### src/u8dec_pkg.sv
// Package for the UTF-8 stream decoder: field widths, register map,
// decoder state and result types, and the UTF-8 range limits.
// No dependencies.
`default_nettype none

package u8dec_pkg;

   localparam int BYTE_WIDTH = 8;
   localparam int CP_WIDTH   = 21;
   localparam int CSR_DATA_WIDTH = 32;
   localparam int CSR_ADDR_WIDTH = 3;

   // register index, taken from paddr[2]
   localparam logic REG_REPLACEMENT = 1'b0;

   localparam logic [CP_WIDTH-1:0] REPLACEMENT_RESET = 21'h00FFFD;

   localparam logic [CP_WIDTH-1:0] CP_MIN_2BYTE   = 21'h000080;
   localparam logic [CP_WIDTH-1:0] CP_MIN_3BYTE   = 21'h000800;
   localparam logic [CP_WIDTH-1:0] CP_MIN_4BYTE   = 21'h010000;
   localparam logic [CP_WIDTH-1:0] CP_MAX         = 21'h10FFFF;
   localparam logic [CP_WIDTH-1:0] SURROGATE_LOW  = 21'h00D800;
   localparam logic [CP_WIDTH-1:0] SURROGATE_HIGH = 21'h00DFFF;
   localparam logic [BYTE_WIDTH-1:0] LEAD_4BYTE_MAX = 8'hF4;

   // sequence length codes (length minus one)
   localparam logic [1:0] SEQ_LEN_1 = 2'd0;
   localparam logic [1:0] SEQ_LEN_2 = 2'd1;
   localparam logic [1:0] SEQ_LEN_3 = 2'd2;
   localparam logic [1:0] SEQ_LEN_4 = 2'd3;

   typedef struct packed {
      logic [1:0]          remaining;
      logic [1:0]          seq_len;
      logic [CP_WIDTH-1:0] partial;
      logic                cont_bad;
   } dec_state_type;

   typedef struct packed {
      logic                valid;
      logic [CP_WIDTH-1:0] code_point;
      logic                replaced;
   } dec_result_type;

endpackage

`default_nettype wire

### src/u8dec_csr.sv
// Configuration register block: APB-style write/read of the replacement
// code point. Depends on u8dec_pkg.
`default_nettype none

module u8dec_csr (
   input  wire logic                                  clock,
   input  wire logic                                  reset,
   input  wire logic                                  psel,
   input  wire logic                                  penable,
   input  wire logic                                  pwrite,
   input  wire logic [u8dec_pkg::CSR_ADDR_WIDTH-1:0]  paddr,
   input  wire logic [u8dec_pkg::CSR_DATA_WIDTH-1:0]  pwdata,
   output logic      [u8dec_pkg::CSR_DATA_WIDTH-1:0]  prdata,
   output logic                                       pready,
   output logic      [u8dec_pkg::CP_WIDTH-1:0]        replacement
);
   import u8dec_pkg::*;

   logic [CP_WIDTH-1:0] repl_ff;
   logic [CP_WIDTH-1:0] repl_in;
   logic                write_hit;

   assign pready    = 1'b1;
   assign write_hit = psel && penable && pwrite && (paddr[2] == REG_REPLACEMENT);

   always_comb begin
      repl_in = repl_ff;
      if (write_hit) begin
         repl_in = pwdata[CP_WIDTH-1:0];
      end
   end

   always_ff @(posedge clock) begin
      if (reset) begin
         repl_ff <= REPLACEMENT_RESET;
      end else begin
         repl_ff <= repl_in;
      end
   end

   always_comb begin
      prdata = '0;
      if (paddr[2] == REG_REPLACEMENT) begin
         prdata = {{(CSR_DATA_WIDTH-CP_WIDTH){1'b0}}, repl_ff};
      end
   end

   assign replacement = repl_ff;

endmodule

`default_nettype wire

### src/u8dec_decode.sv
// Single-pass byte decoder: from the current sequence state and one byte,
// the next state and an optional result. Depends on u8dec_pkg.
`default_nettype none

module u8dec_decode (
   input  wire logic [u8dec_pkg::BYTE_WIDTH-1:0] byte_in,
   input  wire u8dec_pkg::dec_state_type         cur_state,
   input  wire logic [u8dec_pkg::CP_WIDTH-1:0]   replacement,
   output u8dec_pkg::dec_state_type              next_state,
   output u8dec_pkg::dec_result_type             result
);
   import u8dec_pkg::*;

   logic [CP_WIDTH-1:0] value;
   logic [1:0]          remaining_dec;
   logic                cont_bad_next;
   logic                bad;

   assign value         = {cur_state.partial[CP_WIDTH-7:0], byte_in[5:0]};
   assign remaining_dec = cur_state.remaining - 2'd1;
   assign cont_bad_next = cur_state.cont_bad || (byte_in[7:6] != 2'b10);

   always_comb begin
      bad = cont_bad_next;
      case (cur_state.seq_len)
         SEQ_LEN_2: begin
            if (value < CP_MIN_2BYTE) bad = 1'b1;
         end
         SEQ_LEN_3: begin
            if (value < CP_MIN_3BYTE ||
                (value >= SURROGATE_LOW && value <= SURROGATE_HIGH)) bad = 1'b1;
         end
         default: begin
            if (value < CP_MIN_4BYTE || value > CP_MAX) bad = 1'b1;
         end
      endcase
   end

   always_comb begin
      next_state = cur_state;
      result.valid      = 1'b0;
      result.code_point = replacement;
      result.replaced   = 1'b1;

      if (cur_state.remaining == 2'd0) begin
         if (byte_in[7] == 1'b0) begin
            result.valid      = 1'b1;
            result.code_point = {{(CP_WIDTH-BYTE_WIDTH){1'b0}}, byte_in};
            result.replaced   = 1'b0;
         end else if (byte_in[7:5] == 3'b110) begin
            if (byte_in[4:1] == 4'd0) begin
               // C0/C1 can only encode overlong ASCII
               result.valid = 1'b1;
            end else begin
               next_state.seq_len   = SEQ_LEN_2;
               next_state.remaining = SEQ_LEN_2;
               next_state.partial   = {{(CP_WIDTH-5){1'b0}}, byte_in[4:0]};
               next_state.cont_bad  = 1'b0;
            end
         end else if (byte_in[7:4] == 4'b1110) begin
            next_state.seq_len   = SEQ_LEN_3;
            next_state.remaining = SEQ_LEN_3;
            next_state.partial   = {{(CP_WIDTH-4){1'b0}}, byte_in[3:0]};
            next_state.cont_bad  = 1'b0;
         end else if (byte_in[7:3] == 5'b11110 && byte_in <= LEAD_4BYTE_MAX) begin
            next_state.seq_len   = SEQ_LEN_4;
            next_state.remaining = SEQ_LEN_4;
            next_state.partial   = {{(CP_WIDTH-3){1'b0}}, byte_in[2:0]};
            next_state.cont_bad  = 1'b0;
         end else begin
            // stray continuation or F5-FF
            result.valid = 1'b1;
         end
      end else begin
         // byte is consumed as part of the sequence whatever its form
         next_state.remaining = remaining_dec;
         next_state.partial   = value;
         next_state.cont_bad  = cont_bad_next;
         if (remaining_dec == 2'd0) begin
            next_state.seq_len  = SEQ_LEN_1;
            next_state.partial  = '0;
            next_state.cont_bad = 1'b0;
            result.valid        = 1'b1;
            if (!bad) begin
               result.code_point = value;
               result.replaced   = 1'b0;
            end
         end
      end
   end

endmodule

`default_nettype wire

### src/utf8_stream_decoder.sv
// UTF-8 stream decoder top level: input byte register, decode stage with
// sequence state, result register and configuration port.
// A byte goes from the input byte register through the decode stage into
// the result register. Throughput: one byte per cycle while no byte with a
// result waits on a full result register; the decode stage is combinational.
// Reset: synchronous, active high; clears the sequence state and both
// registers' valid flags and sets the replacement value to U+FFFD.
// Depends on u8dec_pkg, u8dec_csr, u8dec_decode.
`default_nettype none

module utf8_stream_decoder (
   input  wire logic                                  clock,
   input  wire logic                                  reset,
   input  wire logic                                  req_valid,
   output logic                                       req_ready,
   input  wire logic [u8dec_pkg::BYTE_WIDTH-1:0]      req_byte_in,
   output logic                                       rsp_valid,
   input  wire logic                                  rsp_ready,
   output logic      [u8dec_pkg::CP_WIDTH-1:0]        rsp_code_point,
   output logic                                       rsp_was_replaced,
   input  wire logic                                  psel,
   input  wire logic                                  penable,
   input  wire logic                                  pwrite,
   input  wire logic [u8dec_pkg::CSR_ADDR_WIDTH-1:0]  paddr,
   input  wire logic [u8dec_pkg::CSR_DATA_WIDTH-1:0]  pwdata,
   output logic      [u8dec_pkg::CSR_DATA_WIDTH-1:0]  prdata,
   output logic                                       pready
);
   import u8dec_pkg::*;

   logic [CP_WIDTH-1:0]   replacement;

   logic                  in_valid_ff;
   logic                  in_valid_in;
   logic [BYTE_WIDTH-1:0] in_byte_ff;
   logic [BYTE_WIDTH-1:0] in_byte_in;

   dec_state_type         state_ff;
   dec_state_type         state_in;
   dec_state_type         dec_next;
   dec_result_type        dec_result;

   logic                  out_valid_ff;
   logic                  out_valid_in;
   logic [CP_WIDTH-1:0]   out_cp_ff;
   logic [CP_WIDTH-1:0]   out_cp_in;
   logic                  out_repl_ff;
   logic                  out_repl_in;

   logic                  out_free;
   logic                  advance;
   logic                  req_take;

   u8dec_csr u_csr (
      .clock       (clock),
      .reset       (reset),
      .psel        (psel),
      .penable     (penable),
      .pwrite      (pwrite),
      .paddr       (paddr),
      .pwdata      (pwdata),
      .prdata      (prdata),
      .pready      (pready),
      .replacement (replacement)
   );

   u8dec_decode u_decode (
      .byte_in     (in_byte_ff),
      .cur_state   (state_ff),
      .replacement (replacement),
      .next_state  (dec_next),
      .result      (dec_result)
   );

   // a byte that makes no result never waits on the output side
   assign out_free  = !out_valid_ff || rsp_ready;
   assign advance   = in_valid_ff && (!dec_result.valid || out_free);
   assign req_ready = !in_valid_ff || advance;
   assign req_take  = req_valid && req_ready;

   always_comb begin
      in_valid_in = in_valid_ff;
      in_byte_in  = in_byte_ff;
      if (req_take) begin
         in_valid_in = 1'b1;
         in_byte_in  = req_byte_in;
      end else if (advance) begin
         in_valid_in = 1'b0;
      end

      state_in = state_ff;
      if (advance) begin
         state_in = dec_next;
      end

      out_valid_in = out_valid_ff;
      out_cp_in    = out_cp_ff;
      out_repl_in  = out_repl_ff;
      if (advance && dec_result.valid) begin
         out_valid_in = 1'b1;
         out_cp_in    = dec_result.code_point;
         out_repl_in  = dec_result.replaced;
      end else if (rsp_ready) begin
         out_valid_in = 1'b0;
      end
   end

   always_ff @(posedge clock) begin
      if (reset) begin
         in_valid_ff  <= 1'b0;
         out_valid_ff <= 1'b0;
         state_ff     <= '0;
      end else begin
         in_valid_ff  <= in_valid_in;
         out_valid_ff <= out_valid_in;
         state_ff     <= state_in;
      end
   end

   always_ff @(posedge clock) begin
      in_byte_ff  <= in_byte_in;
      out_cp_ff   <= out_cp_in;
      out_repl_ff <= out_repl_in;
   end

   assign rsp_valid        = out_valid_ff;
   assign rsp_code_point   = out_cp_ff;
   assign rsp_was_replaced = out_repl_ff;

   // the count of bytes still to come never exceeds the sequence length code
   assert property (@(posedge clock) disable iff (reset)
      state_ff.remaining <= state_ff.seq_len)
      else $error("remaining count exceeds sequence length");

   // outside a sequence the gathered bits and error flag are clear
   assert property (@(posedge clock) disable iff (reset)
      (state_ff.seq_len == SEQ_LEN_1) |-> (state_ff.partial == '0 && !state_ff.cont_bad))
      else $error("stale sequence state outside a sequence");

   // a decoded scalar is never a surrogate or above the Unicode range
   assert property (@(posedge clock) disable iff (reset)
      (out_valid_ff && !out_repl_ff) |->
         (out_cp_ff <= CP_MAX && !(out_cp_ff >= SURROGATE_LOW && out_cp_ff <= SURROGATE_HIGH)))
      else $error("invalid scalar emitted without replacement");

   // a held byte stays put until the decode stage takes it
   assert property (@(posedge clock) disable iff (reset)
      (in_valid_ff && !advance) |=> (in_valid_ff && $stable(in_byte_ff)))
      else $error("input byte register lost a pending byte");

endmodule

`default_nettype wire
### config.mk
export PLATFORM = sky130hd
export DESIGN_NAME = utf8_stream_decoder
export DESIGN_NICKNAME = d
export VERILOG_FILES = /design/src/u8dec_pkg.sv /design/src/u8dec_csr.sv /design/src/u8dec_decode.sv /design/src/utf8_stream_decoder.sv
export SDC_FILE = /design/constraint.sdc
export NUM_CORES = 1
export LEC_CHECK = 0
export BUFFER_PORTS_ARGS = -buffer_cell sky130_fd_sc_hd__buf_2
export CAP_MARGIN = 20
export CELL_PAD_IN_SITES_DETAIL_PLACEMENT = 0
export CELL_PAD_IN_SITES_GLOBAL_PLACEMENT = 1
export CORE_MARGIN = 10
export CORE_UTILIZATION = 41
export CTS_BUF_LIST = sky130_fd_sc_hd__clkbuf_16
export CTS_CLUSTER_DIAMETER = 60
export DETAILED_ROUTE_END_ITERATION = 6
export GPL_TIMING_DRIVEN = 0
export PLACE_DENSITY_LB_ADDON = 0.08
export SYNTH_ARGS = -nofsm -noshare
export SYNTH_HDL_FRONTEND = slang
export SYNTH_SLANG_ARGS = --single-unit
### constraint.sdc
create_clock -name clock -period 4.8 [get_ports clock]
set_clock_uncertainty 0.2 [all_clocks]
set_input_delay 0.24 -clock clock [delete_from_list [all_inputs] [get_ports clock]]
set_output_delay 0.24 -clock clock [all_outputs]
set_load 0.03 [all_outputs]
==> impl_results.md <==
* Compound-Gate Fraction of Synth Area at 9.422%
* Initial Util at 41.79%
* Count of maximum capacitance violations at 0
* Die area at 0.01233 mm2
* Area share of and/or/nand/nor cells after synthesis at 25.21%
* Post-DP Area at 0.003986 mm2
* Setup Buffers After CTS at 0
* Filler cell count at 749
* Mapped cell area at 0.003400 mm2
* Via density at 4.813
* Row cnt at 33
* Die H at 111.1 um
* Synth Area in Adders at 0%
* Clk buf depth at 2
* Post-route cell area at 0.004629 mm2
* Worst Path Required at 4.68 ns
* Routed wire length at 9280 um
* Layout cells sized above 1 at 29.65%
* Avg WL per Cell at 15.89 um
* Layout net count at 524
* Worst Slack Setup Final at 2.069 ns
* Flops & latches, synth at 73
* Synth Flop Type: dfxtp_1
* RSZ-0062 raised after global routing: false
* IO Port Bufs at 80
* Number of buffers created by CTS at 9
* XOR/XNOR share of the synthesized area at 0%
* Total track usage at 15.20%
* Initial DRT Pass Iterations at 4
* Crit Path Max Fanout at 10
* Number of synthesized flops with an enable pin at 30
* Final Hold Violating Endpoints at 0
* Clock-pin transition on the worst setup and hold timing paths at 0.06 ns
* RD Place Congestion at 0.7981
* FMAX at 0.3661 GHz
* First-pass GRT wire length at 15170 um
* Hold buffer count at CTS at 30
* CP top delay family: simple AND/OR/NAND/NOR gates
* Die X-Extent at 111.1 um
* Grt ovf at 0
* Clock root buffer: clkbuf_16
* WS Path Type: flip-flop to flip-flop
* Vias in the first global route at 2900
* Worst slew margin at 32.52%
* Fin util at 56.91%
* PD cells at 353.8 mW/mm2
* Iteration-0 DRC Markers at 112
* Final setup viols at 0
* Syn Area/Cell at 9.940 um2
* Ant. Diodes at 0
* Syn Inst Count at 342
* Detailed-route via count at 2811
* CTS tree: done
* Clock Sinks at 73
* Slew Limit Fails at 0
* Ys Warns at 0
* Area Overhead vs Synth at 36.18%
* Leakage at 1.938 nW
* Power after layout at 1.638 mW
* Hold WS at 0.1407 ns
* Post-synthesis mux area share at 7.582%
* Post-CTS sizing at 0
* Cell Chain, Critical Path: nor4_1 -> nor4_1 -> nor4_2 -> nand2_2 -> buf_4 -> mux2_2
* Final period util at 56.91%
* Worst Path Arrival at 2.61 ns
* Detailed Place HPWL at 6873 um
* Placed cells at 538
* CP endpoint kind: flip-flop
* Library cells used by synthesis at 45
* Clk Latency, worst-skew pair at 0.33 ns
* DRC errors left at 0
* Sequential fraction of the synthesis area at 51.82%
* Place WS at 2.100 ns
* Fin cells at 584
* CP startpoint kind: flip-flop
* CP Buf/Inv Count at 1
* Largest net degree at the start of global routing at 20
* Max stage delay on crit path at 0.55 ns
* Crit path top cell by count: nor4_1
* Initial antenna violation count at 0
* Slowest stage cell, crit path: nor4_1
* Maximum VDD drop at 178.7 uV
* Largest family of logic cells by synthesized area: simple AND/OR/NAND/NOR gates
* Status: complete, no violations
* Worst min path class: input pin to flip-flop
* IO Pins at 107
* Routed Antenna Nets at 0
* Fin crit period at 2.731 ns
* Worst Max-Slew Pin Slew at 1.004 ns
* Sum Neg Setup Slack at 0 ns
* Core area at 0.008134 mm2
* H-tree depth at 3
* Asr flop ratio synth at 0%
report_power, final:
| group | internal (mW) | leakage, nW | switching [mW] | total (mW) |
|---|---|---|---|---|
| clock | 0.492 | 0.169 | 0.250 | 0.742 |
| combinational | 0.0856 | 1.13 | 0.122 | 0.208 |
| sequential | 0.673 | 0.636 | 0.0154 | 0.688 |
| total | 1.25 | 1.94 | 0.388 | 1.64 |
state kept, by name, indices dropped and copies added (netlist names):
name               count
rsp_was_replaced       1
rsp_code_point        21
state_ff              20
u_csr.replacement     21
in_byte_ff             8
rsp_valid              1
in_valid_ff            1
logic make-up (layout without fill, tap and decap cells):
| kind of cell | Yosys count | in the layout |
|---|---|---|
| AND/OR/NAND/NOR | 160 | 160 |
| other | 2 | 12 |
| multiplexers | 21 | 21 |
| flip-flops | 73 | 73 |
| AO/OA/AOI/OAI | 47 | 47 |
| buffers and inverters | 39 | 166 |
worst register-to-register path, cell delays in order, from the launching register on:
cell,delay (ns)
dfxtp_1,0.33
nor4_1,0.55
nor4_1,0.15
nor4_2,0.53
nand2_2,0.20
buf_4,0.23
mux2_2,0.28
per-layer routing:
layer / global-route usage [%] / share of wire [%]
met1: 18.40 / 45
met2: 24.84 / 47
met3: 4.437 / 6.0
met4: 5.913 / 1.2
met5: 0 / 0
layout make-up:
cell class                 count  area (um2)  share of cell area [%]
sequential                    73        1762                   38.05
multi-input combinational    240        1483                   32.03
timing repair buffer         111       715.7                   15.46
clock buffer                  12       300.3                   6.486
buffer                        31       165.2                   3.568
tap                          105       131.4                   2.838
clock inverter                 4       42.54                  0.9189
inverter                       8       30.03                  0.6486
cells in the final DEF, fill, tap and decap left out, drive strengths merged, types with 4 or more instances in the layout:
master / n
clkbuf: 29
nand3: 10
nor2: 10
edfxtp: 30
inv: 8
conb: 12
mux2: 20
buf: 95
a21oi: 27
dlygate4sd3: 30
nor2b: 36
nand2b: 5
or2: 5
nor4: 4
dfxtp: 43
nand2: 61
o21ai: 5
nand3b: 14
synth_stat cells (2+ instances only):
cell type,count,area share (%)
nand2b_1,5,0.92
mux2_2,14,4.6
a211o_1,2,0.52
nor4_1,3,0.55
a21o_1,2,0.44
edfxtp_1,30,26
conb_1,2,0.22
or2_2,5,0.92
nand2_1,60,6.6
buf_4,13,2.9
nor3_1,3,0.44
dfxtp_1,43,25
a21oi_1,26,3.8
o21ai_0,5,0.74
nor2_1,10,1.1
nor3b_1,2,0.44
inv_1,8,0.88
a211oi_1,2,0.44
nand4_1,2,0.37
clkbuf_1,17,1.9
nand3b_1,14,3.1
or4_1,2,0.44
nand3_1,10,1.5
mux2_4,6,2.7
nor2b_1,36,6.6
final timing paths:
kind	from	to	slack, ns	depth (start not counted)
worst max-delay path	state_ff[11]$_SDFFE_PP0P_	rsp_code_point[13]$_DFFE_PP_	2.07	6
worst min-delay path	rsp_ready	rsp_valid$_SDFFE_PP0P_	0.14	3
worst max register to register	state_ff[11]$_SDFFE_PP0P_	rsp_code_point[13]$_DFFE_PP_	2.07	6
worst min register to register	state_ff[15]$_SDFFE_PP0P_	state_ff[15]$_SDFFE_PP0P_	0.25	2
Power figures use the tool's default switching activity.
